### config.mk
export PLATFORM = sky130hd
export DESIGN_NAME = aarm_cordic
export DESIGN_NICKNAME = d
export VERILOG_FILES = /design/src/design/aarm_pkg.sv /design/src/design/aarm_cordic.sv
export SDC_FILE = /design/constraint.sdc
export NUM_CORES = 2
export LEC_CHECK = 0
export BUFFER_PORTS_ARGS = -buffer_cell sky130_fd_sc_hd__buf_2
export CORE_MARGIN = 3
export CORE_UTILIZATION = 53
export CTS_CLUSTER_SIZE = 8
export DETAILED_ROUTE_END_ITERATION = 16
export PLACE_DENSITY_LB_ADDON = 0.2
export SYNTH_ARGS = -nofsm -noshare
export SYNTH_HDL_FRONTEND = slang
export SYNTH_SLANG_ARGS = --single-unit
### constraint.sdc
create_clock -name clock -period 6 [get_ports clock]
set_input_delay 1.8 -clock clock [delete_from_list [all_inputs] [get_ports clock]]
set_output_delay 1.8 -clock clock [all_outputs]
set_load 0.01 [all_outputs]
### src/design/aarm_pkg.sv
`timescale 1ns / 1ps
`default_nettype none
// ----------------------------------------------------------------------------
// aarm_pkg
// Shared types and constants for the axis-angle rotation matrix block.
// ----------------------------------------------------------------------------
package aarm_pkg;

   localparam int NUM_REGS = 6;

   typedef enum logic [2:0] {
      REG_UP_X  = 3'd0,
      REG_UP_Y  = 3'd1,
      REG_UP_Z  = 3'd2,
      REG_FWD_X = 3'd3,
      REG_FWD_Y = 3'd4,
      REG_FWD_Z = 3'd5
   } reg_index_type;

   typedef enum logic [1:0] {
      AXIS_RIGHT   = 2'd0,
      AXIS_UP      = 2'd1,
      AXIS_FORWARD = 2'd2,
      AXIS_NONE    = 2'd3
   } axis_type;

   localparam logic signed [31:0] Q30_GAIN = 32'sd652032874;
   localparam logic signed [35:0] PI_OVER_18000_Q46 = 36'sd12281662764;

   function automatic logic signed [31:0] atan_q30(input int i);
      logic signed [31:0] v;
      case (i)
         0: v = 32'sd843314856;   1: v = 32'sd497837829;
         2: v = 32'sd263043836;   3: v = 32'sd133525158;
         4: v = 32'sd67021686;    5: v = 32'sd33543515;
         6: v = 32'sd16775850;    7: v = 32'sd8388437;
         8: v = 32'sd4194282;     9: v = 32'sd2097149;
         10: v = 32'sd1048575;    11: v = 32'sd524287;
         12: v = 32'sd262143;     13: v = 32'sd131071;
         14: v = 32'sd65535;      15: v = 32'sd32767;
         16: v = 32'sd16383;      17: v = 32'sd8191;
         18: v = 32'sd4095;       19: v = 32'sd2047;
         20: v = 32'sd1023;       21: v = 32'sd511;
         22: v = 32'sd255;        23: v = 32'sd127;
         24: v = 32'sd63;         25: v = 32'sd31;
         26: v = 32'sd15;         27: v = 32'sd7;
         28: v = 32'sd3;          29: v = 32'sd1;
         default: v = 32'sd0;
      endcase
      return v;
   endfunction

endpackage
`default_nettype wire

### src/design/aarm_cordic.sv
`timescale 1ns / 1ps
`default_nettype none
// ----------------------------------------------------------------------------
// aarm_cordic
// Pipelined CORDIC rotation, one micro-rotation per stage, Q30.
// Side data travels along with each stage.
// ----------------------------------------------------------------------------
module aarm_cordic #(
   parameter int ITERS = 16,
   parameter int SIDE_W = 8
) (
   input  wire logic                clock,
   input  wire logic                advance,
   input  wire logic signed [31:0]  theta,
   input  wire logic [SIDE_W-1:0]   side_in,
   output logic signed [33:0]       x_out,
   output logic signed [33:0]       y_out,
   output logic [SIDE_W-1:0]        side_out
);
   import aarm_pkg::*;

   localparam int N = (ITERS > 32) ? 32 : ITERS;

   logic signed [33:0] x_ff [N+1];
   logic signed [33:0] y_ff [N+1];
   logic signed [33:0] z_ff [N+1];
   logic [SIDE_W-1:0]  s_ff [N+1];

   always_comb begin
      x_ff[0] = 34'(Q30_GAIN);
      y_ff[0] = 34'sd0;
      z_ff[0] = 34'(theta);
      s_ff[0] = side_in;
   end

   for (genvar i = 0; i < N; i++) begin : g_stage
      logic signed [33:0] x_in, y_in, z_in;
      always_comb begin
         if (z_ff[i] >= 34'sd0) begin
            x_in = x_ff[i] - (y_ff[i] >>> i);
            y_in = y_ff[i] + (x_ff[i] >>> i);
            z_in = z_ff[i] - 34'(atan_q30(i));
         end else begin
            x_in = x_ff[i] + (y_ff[i] >>> i);
            y_in = y_ff[i] - (x_ff[i] >>> i);
            z_in = z_ff[i] + 34'(atan_q30(i));
         end
      end
      always_ff @(posedge clock) begin
         if (advance) begin
            x_ff[i+1] <= x_in;
            y_ff[i+1] <= y_in;
            z_ff[i+1] <= z_in;
            s_ff[i+1] <= s_ff[i];
         end
      end
   end

   assign x_out    = x_ff[N];
   assign y_out    = y_ff[N];
   assign side_out = s_ff[N];
   // final angle residue is not needed
   logic unused_z;
   assign unused_z = ^z_ff[N];
endmodule
`default_nettype wire

==> results_tabular.tex <==
\begin{tabular}{lr}
\hline
Metric & Value \\
\hline
\multicolumn{2}{l}{\textbf{Synthesis}} \\
Fraction of synthesis flops using an asynchronous set or reset pin & 0\% \\
Post-synthesis instance area & 130000 um2 \\
Primary FF master, synth & edfxtp\_1 \\
Main combinational cell family by area after synthesis & compound AO/OA/AOI/OAI gates \\
Library cells used by synthesis & 100 \\
Cell accounting for the most synthesized area & edfxtp\_1 \\
Area share of and/or/nand/nor cells after synthesis & 13.1\% \\
Register bit total from synthesis & 1601 \\
Leading cell types by total area after synthesis & edfxtp\_1 (37\%), ha\_1 (14\%), xnor2\_1 (8.4\%) \\
Yosys warns & 0 \\
Fraction of the mapped netlist area in adder cells & 14.6\% \\
Mean Syn Cell Area & 9.77 um2 \\
Share of the yosys chip area belonging to registers & 37.1\% \\
Post-synthesis mux area share & 0.552\% \\
Share of the synthesized area in compound gates (AO/OA/AOI/OAI) & 19.5\% \\
Post-Syn Instances & 13.3k \\
Synthesized-area fraction occupied by xor and xnor cells & 12.5\% \\
Post-synth EDFFs & 1601 \\
Yosys top cell area share & 37.1\% \\
Number of nets produced by synthesis & 14.8k \\
\multicolumn{2}{l}{\textbf{Finish}} \\
Signed area change from the synthesized netlist to the final layout & 8.88\% \\
Fill cells & 20.6k \\
Post-layout instance area & 141000 um2 \\
Count of nets after finishing & 15.1k \\
Fraction of layout cells with a size suffix above 1 & 5.55\% \\
\multicolumn{2}{l}{\textbf{STA}} \\
Final number of setup-violating endpoints & 0 \\
Worst slew margin relative to its limit & 24.7\% \\
Total count of hold-check failures in the final report & 0 \\
Max frequency & 0.175 GHz \\
Worst-case setup margin in the final layout & 0.273 ns \\
Final slew viol count & 0 \\
Final clock skew & 0.0538 ns \\
Worst-margin pin slew & 1.13 ns \\
Final critical-path share of the clock period & 95.4\% \\
Setup\_tns & 0 ns \\
Crit path time final & 5.73 ns \\
\multicolumn{2}{l}{\textbf{CTS}} \\
H-Tree Level Count & 4 \\
Clock latency on the worst-skew pair & 0.87 ns \\
CTS Root Buffer Type & clkbuf\_16 \\
Clock tree from TritonCTS & done \\
Num CTS Buffers & 223 \\
Clock tree buffer depth & 3 \\
CTS sink count & 1601 \\
Clock-pin slew on the worst setup and hold paths & 0.05 ns \\
\multicolumn{2}{l}{\textbf{Setup path}} \\
Cell with the largest stage delay on the worst path & nor4\_1 \\
WP data arrival & 6.32 ns \\
Data required, critical path & 6.59 ns \\
Cells traversed along the worst timing path & nor4\_1 > nand4\_1 > nor4\_1 > and4\_1 > nor2\_4 > inv\_1 > buf\_4 > nor2\_1 > xor2\_1 > ha\_1 > o21ai\_0 > o21bai\_1 > o311a\_1 > a221o\_1 > a32oi\_1 > nor2\_1 > o41ai\_4 > o311ai\_0 > a31o\_2 > a21oi\_1 > xnor2\_1 \\
Critical path launch point type & flip-flop \\
CP max stage delay & 0.59 ns \\
Buf+Inv Stages, Crit Path & 2 \\
Kind of cell adding the most delay to the critical path & compound AO/OA/AOI/OAI gates \\
Sort of element at the end of the critical path & flip-flop \\
Largest fanout on the critical path & 15 \\
Critical setup path kind & flip-flop to flip-flop \\
R2R Setup Slk & 0.27 ns \\
\multicolumn{2}{l}{\textbf{Placed design}} \\
Quantity of I/O buffers inserted on ports & 117 \\
Detailed-placement wirelength estimate & 267000 um \\
Weighted congestion at the end of routability-driven global placement & 0.950 \\
Setup Slack @ Placement & -0.0573 ns \\
Placed standard-cell area & 135000 um2 \\
\multicolumn{2}{l}{\textbf{GRT}} \\
Aggregate global-route resource usage & 26.2\% \\
Number of global-route vias before repair & 100k \\
Wire length of the first global-routing pass & 534000 um \\
Largest net degree at the start of global routing & 115 \\
Initial antenna violation count & 9 \\
Congestion Overflow GR & 0 \\
\multicolumn{2}{l}{\textbf{Drt}} \\
Violation count after the first detailed-route iteration & 7453 \\
Final routed wire length divided by cell count & 20.0 um \\
First-pass DRT Iterations & 7 \\
Sum of routed wire length over all layers & 336000 um \\
Final routed DRC violation total & 0 \\
Total number of vias & 102k \\
Count of antenna-violating nets left after detailed routing & 0 \\
Post-DR vias/cell & 6.07 \\
\multicolumn{2}{l}{\textbf{Floorplanning}} \\
Die height & 500 um \\
Core Box Area & 242000 um2 \\
Placement row count & 180 \\
Die outline area & 250000 um2 \\
Die Width & 500 um \\
Initial Util & 53.5\% \\
I/O pin cnt & 118 \\
\multicolumn{2}{l}{\textbf{Run}} \\
Max-capacitance violation count & 0 \\
\multicolumn{2}{l}{\textbf{Outcome}} \\
Run status & finished, final reports clean \\
\multicolumn{2}{l}{\textbf{Min path}} \\
Hold WC Path Type & flip-flop to flip-flop \\
\hline
\end{tabular}
## Yosys cell counts (all sizes together), types with 126 or more instances
cell,n
nor4,150
xnor2,1237
o31ai,179
nor2,1009
ha,1442
nand2,792
xor2,610
o21ai,739
o21bai,147
nor2b,174
a21o,595
edfxtp,1601
nand2b,218
a21oi,1268
clkbuf,126
o21a,235
or3,133
inv,604
nand3,198
nor3,296
a211oi,140
## final timing paths
check,start,to,cells after the start
max reg2reg,z_ff[265],y_ff[237],21
min reg2reg,s_ff[79],s_ff[71],0
max,z_ff[265],y_ff[237],21
min,s_ff[79],s_ff[71],0
## registers in the layout, summed over array words and instances (netlist names)
| name | cells |
|---|---|
| x_out | 34 |
| y_ff | 477 |
| z_ff | 476 |
| y_out | 34 |
| x_ff | 452 |
| side_out | 8 |
| s_ff | 120 |
## layout make-up
cell class | count | area [um2] | share of cell area [%]
multi-input combinational | 10800 | 78400 | 55.6
sequential | 1601 | 48100 | 34.1
clock buffer | 244 | 5660 | 4.01
tap | 3185 | 3990 | 2.83
inverter | 609 | 2290 | 1.63
timing repair buffer | 309 | 2230 | 1.58
clock inverter | 25 | 430 | 0.305
antenna | 2 | 5.00 | 0.00355
## metrics by stage
stage | hold WS (ns) | util (%) | instances
global route | 0.396 | 58.3 | 16800
finish | 0.398 | 58.3 | 16800
detailed placement | 0.405 | 55.7 | 16500
global placement | 0.400 | 55.7 | 16500
CTS | 0.390 | 58.2 | 16800
floorplan | 0.400 | - | 13300
## cells in the final DEF, fill, tap and decap left out, types with 133 or more instances in the layout
cell and n:
o21a_1 235, nand2b_1 218, nand3_1 198, a21o_1 595
o21ai_0 717, nor2_1 996, inv_1 597, o31ai_1 170
o21bai_1 147, nor3_1 291, ha_1 1442, clkbuf_16 223
or3_1 133, xor2_1 610, a211oi_1 138, nor2b_1 174
buf_4 174, nand2_1 792, edfxtp_1 1601, a21oi_1 1264
nor4_1 144, xnor2_1 1237
## cells by family after synthesis
family,after synthesis
buffers and inverters,838
muxes,68
AOI/OAI and AO/OA,3947
adders and majority gates,1485
xor gates and xnor gates,1847
and+or+nand+nor,3474
other,1
DFF,1601
## routing by layer
layer	global-route usage, %	up-vias	part of all wire (%)	routed length, um
li1	-	50000	-	-
met3	3.26	715	4.8	16300
met4	10.5	0	4.4	14600
met2	45.8	2619	48	163000
met5	0	-	0	0
met1	32.8	48600	42	143000
## what timing repair did
item	in CTS	in global routing
endpoints found under the hold margin	0	0
hold buffers	0	0
gates cloned	1	2
setup endpoints to repair	3	85
pin swaps	1	4
resized for setup	1	64
setup buffers	0	2
Power is not shown: default switching activity piles up to over one toggle a cycle in this logic, so the estimate is an artifact.
