## config.mk

```make
export PLATFORM = sky130hd
export DESIGN_NAME = aarm_angle
export DESIGN_NICKNAME = d
export VERILOG_FILES = /design/src/design/aarm_pkg.sv /design/src/design/aarm_angle.sv
export SDC_FILE = /design/constraint.sdc
export NUM_CORES = 1
export LEC_CHECK = 0
export BUFFER_PORTS_ARGS = -buffer_cell sky130_fd_sc_hd__buf_2
export CAP_MARGIN = 20
export CORE_ASPECT_RATIO = 1.5
export CORE_MARGIN = 1.5
export CORE_UTILIZATION = 55
export CTS_CLUSTER_SIZE = 12
export DETAILED_ROUTE_END_ITERATION = 8
export PLACE_DENSITY = 0.74
export SLEW_MARGIN = 30
export SYNTH_ARGS = -nofsm -noshare
export SYNTH_HDL_FRONTEND = slang
export SYNTH_SLANG_ARGS = --single-unit
```

## constraint.sdc

```tcl
create_clock -name clock -period 18.15 [get_ports clock]
set_input_delay 2.7225 -clock clock [delete_from_list [all_inputs] [get_ports clock]]
set_output_delay 2.7225 -clock clock [all_outputs]
set_load 0.02 [all_outputs]
```

## src/design/aarm_pkg.sv

```systemverilog
`timescale 1ns / 1ps
`default_nettype none
// ----------------------------------------------------------------------------
// aarm_pkg
// Shared types and constants for the axis-angle rotation matrix block.
// ----------------------------------------------------------------------------
package aarm_pkg;

   localparam int NUM_REGS = 6;

   typedef enum logic [2:0] {
      REG_UP_X  = 3'd0,
      REG_UP_Y  = 3'd1,
      REG_UP_Z  = 3'd2,
      REG_FWD_X = 3'd3,
      REG_FWD_Y = 3'd4,
      REG_FWD_Z = 3'd5
   } reg_index_type;

   typedef enum logic [1:0] {
      AXIS_RIGHT   = 2'd0,
      AXIS_UP      = 2'd1,
      AXIS_FORWARD = 2'd2,
      AXIS_NONE    = 2'd3
   } axis_type;

   localparam logic signed [31:0] Q30_GAIN = 32'sd652032874;
   localparam logic signed [35:0] PI_OVER_18000_Q46 = 36'sd12281662764;

   function automatic logic signed [31:0] atan_q30(input int i);
      logic signed [31:0] v;
      case (i)
         0: v = 32'sd843314856;   1: v = 32'sd497837829;
         2: v = 32'sd263043836;   3: v = 32'sd133525158;
         4: v = 32'sd67021686;    5: v = 32'sd33543515;
         6: v = 32'sd16775850;    7: v = 32'sd8388437;
         8: v = 32'sd4194282;     9: v = 32'sd2097149;
         10: v = 32'sd1048575;    11: v = 32'sd524287;
         12: v = 32'sd262143;     13: v = 32'sd131071;
         14: v = 32'sd65535;      15: v = 32'sd32767;
         16: v = 32'sd16383;      17: v = 32'sd8191;
         18: v = 32'sd4095;       19: v = 32'sd2047;
         20: v = 32'sd1023;       21: v = 32'sd511;
         22: v = 32'sd255;        23: v = 32'sd127;
         24: v = 32'sd63;         25: v = 32'sd31;
         26: v = 32'sd15;         27: v = 32'sd7;
         28: v = 32'sd3;          29: v = 32'sd1;
         default: v = 32'sd0;
      endcase
      return v;
   endfunction

endpackage
`default_nettype wire

```

## src/design/aarm_angle.sv

```systemverilog
`timescale 1ns / 1ps
`default_nettype none
// ----------------------------------------------------------------------------
// aarm_angle
// Angle reduction stage: wrap to one turn, fold to +-90 degrees, scale to Q30.
// Two register stages, gated by a common advance enable.
// ----------------------------------------------------------------------------
module aarm_angle (
   input  wire logic                clock,
   input  wire logic                advance,
   input  wire logic signed [16:0]  angle_in,
   output logic signed [31:0]       theta_q30,
   output logic                     negate
);
   import aarm_pkg::*;

   // 17-bit signed angle lies in [-65536, 65535]; a few corrections wrap it.
   logic signed [18:0] r0, r1;
   logic signed [17:0] red_ff, red_in;
   logic               neg_ff, neg_in;
   logic signed [51:0] prod;
   logic signed [31:0] theta_ff;
   logic               neg2_ff;

   always_comb begin
      r0 = 19'(angle_in);
      if (r0 >= 19'sd36000)
         r0 = r0 - 19'sd36000;
      if (r0 >= 19'sd36000)
         r0 = r0 - 19'sd36000;
      if (r0 < 19'sd0)
         r0 = r0 + 19'sd36000;
      if (r0 < 19'sd0)
         r0 = r0 + 19'sd36000;
      neg_in = 1'b0;
      if (r0 <= 19'sd9000) begin
         r1 = r0;
      end else if (r0 <= 19'sd27000) begin
         r1 = r0 - 19'sd18000;
         neg_in = 1'b1;
      end else begin
         r1 = r0 - 19'sd36000;
      end
      red_in = 18'(r1);
   end

   assign prod = 52'(red_ff) * 52'(PI_OVER_18000_Q46) + 52'sd32768;

   always_ff @(posedge clock) begin
      if (advance) begin
         red_ff   <= red_in;
         neg_ff   <= neg_in;
         theta_ff <= 32'(prod >>> 16);
         neg2_ff  <= neg_ff;
      end
   end

   assign theta_q30 = theta_ff;
   assign negate    = neg2_ff;
endmodule
`default_nettype wire

```

==> results of run 1 <==
## path summary, 6_finish.rpt
| path | to | slack, ns |
|---|---|---|
| worst max-delay path | red_ff[15]$_DFFE_PP_ | 8.55 |
| worst min-delay path | negate$_DFFE_PP_ | 0.43 |
| worst max register to register | theta_q30[31]$_DFFE_PP_ | 9.39 |
| worst min register to register | negate$_DFFE_PP_ | 0.43 |
## logic make-up after synthesis
kind of cell,Yosys count
AO/OA/AOI/OAI,251
XOR/XNOR,101
adder cells (fa/ha/maj),390
buffers and inverters,303
flip-flops,52
multiplexers,9
AND/OR/NAND/NOR,272
## critical path, delay by kind of cell
kind / cells / cell delay (ns)
compound gates: 12 / 3.58
xor+xnor: 1 / 0.25
fa+ha+maj: 3 / 0.90
buf+inv: 2 / 0.27
mux: 1 / 0.15
simple gates: 10 / 1.80
## cell usage in the layout, fill, tap and decap left out, drive strengths merged, types with 6 or more instances in the layout
cell type / n
inv: 282
ha: 206
fa: 184
nor2: 72
xnor2: 62
buf: 56
edfxtp: 52
nand2: 50
xor2: 39
o21ai: 39
a21oi: 37
nand3: 32
a21o: 28
nor3: 21
a211oi: 18
o211ai: 15
and2: 12
or3: 12
nor4: 12
o31ai: 12
or2: 11
o21a: 9
and3: 8
mux2i: 8
nand4: 8
a31oi: 8
o311ai: 8
a2111oi: 8
a211o: 7
nand2b: 7
o31a: 7
nand4b: 6
## per-stage QoR
step                worst slack (ns)  cells  hold WS, ns  util, %  area, sq um
floorplan                      9.606   1378       0.4003        -        13490
global placement               8.444   1737       0.4137    57.99        14070
detailed placement             8.303   1737       0.4051    57.99        14070
CTS                            8.630   1745       0.4420    58.60        14220
global route                   8.024   1745       0.4440    58.60        14220
finish                         8.550   1745       0.4346    58.60        14220
## per-layer routing
metal | vias up | part of all wire [%]
li1 | 4798 | -
met1 | 5123 | 35
met2 | 294 | 54
met3 | 137 | 3.0
met4 | 0 | 7.9
met5 | - | 0
## area by class of cell
class,instances,share of cell area [%]
sequential,52,10.98
tap,324,2.852
multi-input combinational,1023,75.62
clock buffer,5,0.8801
clock inverter,3,0.1584
timing repair buffer,56,2.060
inverter,282,7.446
## registers in the layout (all words and copies together) (netlist names)
signal	cells
negate	1
red_ff	18
neg_ff	1
theta_q30	32
==> metrics.md, run 1 <==
| Metric | Value |
|---|---|
| Mux cell area share after synthesis | less than 1% |
| Share of cells above drive strength 1 | under 10% |
| Number of fill cells in the layout | between 2,000 and 2,500 |
| CP Class | input pin to register |
| Register area | 1562 sq um |
| Critical Path Source | angle_in[12] |
| Pin count of the biggest net entering global routing | between 50 and 60 |
| Status | complete, no violations |
| Area grow syn2layout | 5.399% |
| XOR/XNOR Fraction of Synth Area | between 6 and 7% |
| Cell with the most instances after synthesis | inv_1 |
| Syn Inst Count | ~1,400 |
| Final hold vios | 0 |
| Core area | between 20,000 and 25,000 sq um |
| Met3 usage | about 2.6% |
| Max-slew violations | 0 |
| Initial antenna violation count | 0 |
| Synth Area in Adders | 46.42% |
| Total Routing Usage GR | 29.43% |
| Critical Path Most Common Cell | nor2_1 |
| Initial Utilization | 55.60% |
| Worst-skew pair later-pin latency | between 0.3 and 0.4 ns |
| Root Buffer | clkbuf_16 |
| Post-Route WL | around 35,000 um |
| Clock buffer depth | 2 |
| Mapped cell area | 13,490 sq um |
| Pre-Repair DR Iteration Count | 4 |
| #FFs+latches synth | between 50 and 60 |
| CP startpoint kind | input pin |
| RSZ-0062 raised after global routing | false |
| Met2 usage | a little over half |
| Top cells by area, synth | fa_1 27%, ha_1 19%, edfxtp_1 12%, inv_1 7.8%, xnor2_1 3.8% |
| Worst R2R Start | red_ff[10]$_DFFE_PP_ |
| Yosys warns | 0 |
| Synth unique cells | around 100 |
| Register area share after synthesis | 11.58% |
| Initial drt markers | 457 |
| Final setup violation count | 0 |
| R2R depth | 23 |
| Compound-cell area share of the yosys netlist | between 10% and 20% |
| GRT Max-Usage Layer | met2 |
| Ratio of final minimum period to clock period | between 50% and 60% |
| Post-DR vias/cell | a little under 6 |
| Ant. Diodes | 0 |
| Syn_nets | around 1,800 |
| Clk sink count | 52 |
| Num rows | 70 |
| Worst Hold Path Cells | 0 |
| Setup_tns | 0 ns |
| Worst Path Arrival | roughly 9.7 ns |
| Detail Route Antenna Nets | 0 |
| Worst Path Required | approximately 18 ns |
| Critical path endpoint category | register |
| I/O pin cnt | 52 |
| Tmin final | slightly below 10 ns |
| Final Net Count | roughly 1,800 |
| CP peak stage delay | 0.72 ns |
| DRC errors left | 0 |
| Post-CTS Setup Bufs | 0 |
| Fin Clk Skew | 0.006541 ns |
| H-tree depth | 2 |
| Chip width | around 130 um |
| Post-CTS resize count | 0 |
| Post-synth top area share | a little over a quarter |
| Max_cap viols | 0 |
| Worst Tran Pin Value | just over 0.8 ns |
| Vias in the first global route | around 11,000 |
| EDFF count, synth | 52 |
| Met1 Resource Use GR | a little under a third |
| Post-detail-place hpwl | ~30,000 um |
| DR vias | 10,350 |
| HP Class | register to register |
| Total grt overflow | 0 |
| Worst path slowest cell | o21ai_1 |
| GPL Wtd Cong | ~1 |
| DR WL/cell | about 20 um |
| Crit path max fanout | 11 |
| Mean Syn Cell Area | roughly 9.8 sq um |
| Synth area leader | fa_1 |
| CTS tree | built |
| Hold_sp | neg_ff$_SDFFCE_PP0P_ |
| Clk pin slew, worst setup/hold paths | 0.07 ns |
| Post-Synth Simple-Gate Area | 10.80% |
| First-pass GRT wire length | 56,590 um |
| Leading cell types by count after synthesis | 281 x inv_1, 206 x ha_1, 184 x fa_1, 71 x nor2_1, 59 x xnor2_1 |
| Die footprint | around 25,000 sq um |
| Largest family of logic cells by synthesized area | adder cells |
| Clock buffer count from CTS | 5 |
| Synth Flop Type | edfxtp_1 |
| Hold_buf cts | 0 |
| Slew Limit Headroom | between 40% and 50% |
| Fraction of registers with async set/reset | 0% |
| Area of the multi-input gates | about 11,000 sq um |
| IO Port Bufs | 51 |
| FMAX | 104.2 MHz |
| Die height | between 150 and 200 um |
Power of run 1 is not shown: default switching activity piles up to over one toggle a cycle in this logic, so the estimate is an artifact.
==> run 2: changes to the inputs <==
- clock period: 18.15 -> 9.3 ns (I/O delays scaled with it)
==> run 2 against run 1 <==
  * Clock skew is essentially flat
  * Sequential share of layout area shrank 0.075 points
  * Worst hold slack lost 0.0010 ns
  * Cell count grew 0.40%
  * Non-clock buffer count grew 8
  * Highest routed layer unchanged
  * Largest cell class unchanged
  * Setup slack lost 7.7 ns
==> metrics.md, run 2 (synthesis results as in run 1) <==
| Metric | Value |
|---|---|
| Initial drt markers | 490 (was 457) |
| Max-slew violations | 0 (unchanged) |
| Critical Path Source | red_ff[8]$_DFFE_PP_ (was angle_in[12]) |
| Core area | 24,260 sq um (unchanged) |
| Detail Route Antenna Nets | 0 (unchanged) |
| Ant. Diodes | 0 (unchanged) |
| Area grow syn2layout | 6.122% (was 5.399%) |
| R2R depth | 22 (was 23) |
| Max FFs per register | 32 (unchanged) |
| Chip width | 130.9 um (unchanged) |
| Slew Limit Headroom | 42.74% (was 46.21%) |
| Die footprint | 25,490 sq um (unchanged) |
| Clk sink count | 52 (unchanged) |
| Worst Path Required | 9.36 ns (was 18.21 ns) |
| CTS tree | built (unchanged) |
| Die height | 194.8 um (unchanged) |
| Tmin final | around 8.4 ns |
| Final hold vios | 0 (unchanged) |
| CP Class | register to register (was input pin to register) |
| Clock buffer depth | 2 (unchanged) |
| Critical path endpoint category | register (unchanged) |
| IO Port Bufs | 51 (unchanged) |
| Status | complete, no violations (unchanged) |
| Clock buffer count from CTS | 5 (unchanged) |
| Most common cell after layout, fill and taps aside | inv_1 (unchanged) |
| R2R Setup Slk | 0.88 ns (was 9.39 ns) |
| Worst-skew pair later-pin latency | 0.31 ns (was 0.32 ns) |
| First-pass GRT wire length | 57,370 um (was 56,590 um) |
| DRC errors left | 0 (unchanged) |
| Critical Path End | theta_q30[31]$_DFFE_PP_ (was red_ff[15]$_DFFE_PP_) |
| Final Net Count | 1,837 (was 1,829) |
| DR vias | 10,340 (was 10,350) |
| FMAX | approximately 120 MHz |
| Num rows | 70 (unchanged) |
| Worst Path Arrival | 8.48 ns (was 9.66 ns) |
| Final setup violation count | 0 (unchanged) |
| Worst R2R Start | red_ff[8]$_DFFE_PP_ (was red_ff[10]$_DFFE_PP_) |
| Post-DR vias/cell | 5.902 (was 5.932) |
| HP Class | register to register (unchanged) |
| Crit path max fanout | 8 (was 11) |
| Post-Route WL | 36,110 um (was 35,360 um) |
| Root Buffer | clkbuf_16 (unchanged) |
| Final Non-Filler Cells | 1,752 (was 1,745) |
| Post-CTS resize count | 0 (unchanged) |
| FF-to-FF End | theta_q30[31]$_DFFE_PP_ (unchanged) |
| Post-detail-place hpwl | 31,320 um (was 30,480 um) |
| Initial antenna violation count | 0 (unchanged) |
| Total grt overflow | 0 (unchanged) |
| Setup_tns | 0 ns (unchanged) |
| I/O pin cnt | 52 (unchanged) |
| Initial Utilization | 55.60% (unchanged) |
| Clk pin slew, worst setup/hold paths | 0.08 ns (was 0.07 ns) |
| Hold_buf cts | 0 (unchanged) |
| Share of cells above drive strength 1 | 8.824% (was 8.374%) |
| Post-CTS Setup Bufs | 0 (unchanged) |
| Total Routing Usage GR | 29.84% (was 29.43%) |
| DR WL/cell | 20.61 um (was 20.26 um) |
| Fin Clk Skew | 0.006611 ns (was 0.006541 ns) |
| Pre-Repair DR Iteration Count | 5 (was 4) |
| Placed cells | 1,745 (was 1,737) |
| Vias in the first global route | 11,210 (was 11,040) |
| RSZ-0062 raised after global routing | false (unchanged) |
| Worst Tran Pin Value | 0.8532 ns (was 0.8068 ns) |
| CP startpoint kind | register (was input pin) |
| Max_cap viols | 0 (unchanged) |
| Ratio of final minimum period to clock period | between 90% and 100% |
| Commonest non-fill, non-tap cells in the layout | 281 x inv_1, 206 x ha_1, 184 x fa_1 (unchanged) |
| H-tree depth | 2 (unchanged) |
| GPL Wtd Cong | 1.080 (was 0.9967) |
| Pin count of the biggest net entering global routing | 53 (unchanged) |
## run 2: cell count changes in the layout (fill, tap and decap cells not counted)
cell       change
bufinv_16      +2
clkinv_4       -1
clkinv_2       -1
buf_4          +8
inv_6          -1
## run 2: worst min-delay path by stage
stage / from / to / slack, ns / cells past startpoint
after floorplan: neg_ff$_SDFFCE_PP0P_ / negate$_DFFE_PP_ / 0.40 / 0
after global placement: neg_ff$_SDFFCE_PP0P_ / negate$_DFFE_PP_ / 0.40 / 0
after detailed placement: neg_ff$_SDFFCE_PP0P_ / negate$_DFFE_PP_ / 0.41 / 0
after CTS: neg_ff$_SDFFCE_PP0P_ / negate$_DFFE_PP_ / 0.44 / 0
after global routing: neg_ff$_SDFFCE_PP0P_ / negate$_DFFE_PP_ / 0.45 / 0
final: neg_ff$_SDFFCE_PP0P_ / negate$_DFFE_PP_ / 0.43 / 0
## run 2: final cells by class
| type | count | area (sq um) |
|---|---|---|
| well taps | 324 | 405.4 |
| flip-flops and latches | 52 | 1562 |
| clock inverters | 2 | 60.06 |
| inverters | 282 | 1059 |
| repair buffers | 64 | 352.8 |
| fillers | 2139 | 9947 |
| clock buffers | 5 | 125.1 |
| multi-input cells | 1023 | 10750 |
## run 2: critical path: stages, from the launching register on
cell	delay, ns
edfxtp_1	0.64
ha_1	0.46
fa_1	0.83
inv_1	0.11
ha_1	0.23
fa_1	0.46
ha_1	0.29
inv_1	0.05
fa_1	0.53
inv_1	0.05
ha_1	0.20
a2111oi_1	0.59
o21ai_1	0.29
a21boi_1	0.34
o211ai_1	0.22
a221o_1	0.37
a211o_1	0.26
nor4_2	0.53
nand4b_1	0.41
or4_1	0.65
o31a_1	0.30
a211oi_1	0.27
xnor2_1	0.09
## run 2: metrics by stage
step	area, sq um	hold WS (ns)	setup slack (ns)	util, %
2_1_floorplan	13490	0.4003	1.890	-
3_3_place_gp	14130	0.4017	1.002	58.24
3_5_place_dp	14130	0.4113	0.8968	58.24
4_1_cts	14310	0.4362	0.8915	59.00
5_1_grt	14310	0.4519	0.3348	59.00
6_report	14310	0.4335	0.8832	59.00
## run 2: routing by layer
layer  routed length (um)  vias up  track usage (%)
li1                     -     4812                -
met3                 1089      146            2.422
met2                19060      321            54.52
met5                    0        -                0
met1                12450     5062            30.29
met4                 3514        0            23.81
Power of run 2 is left out for the same reason.
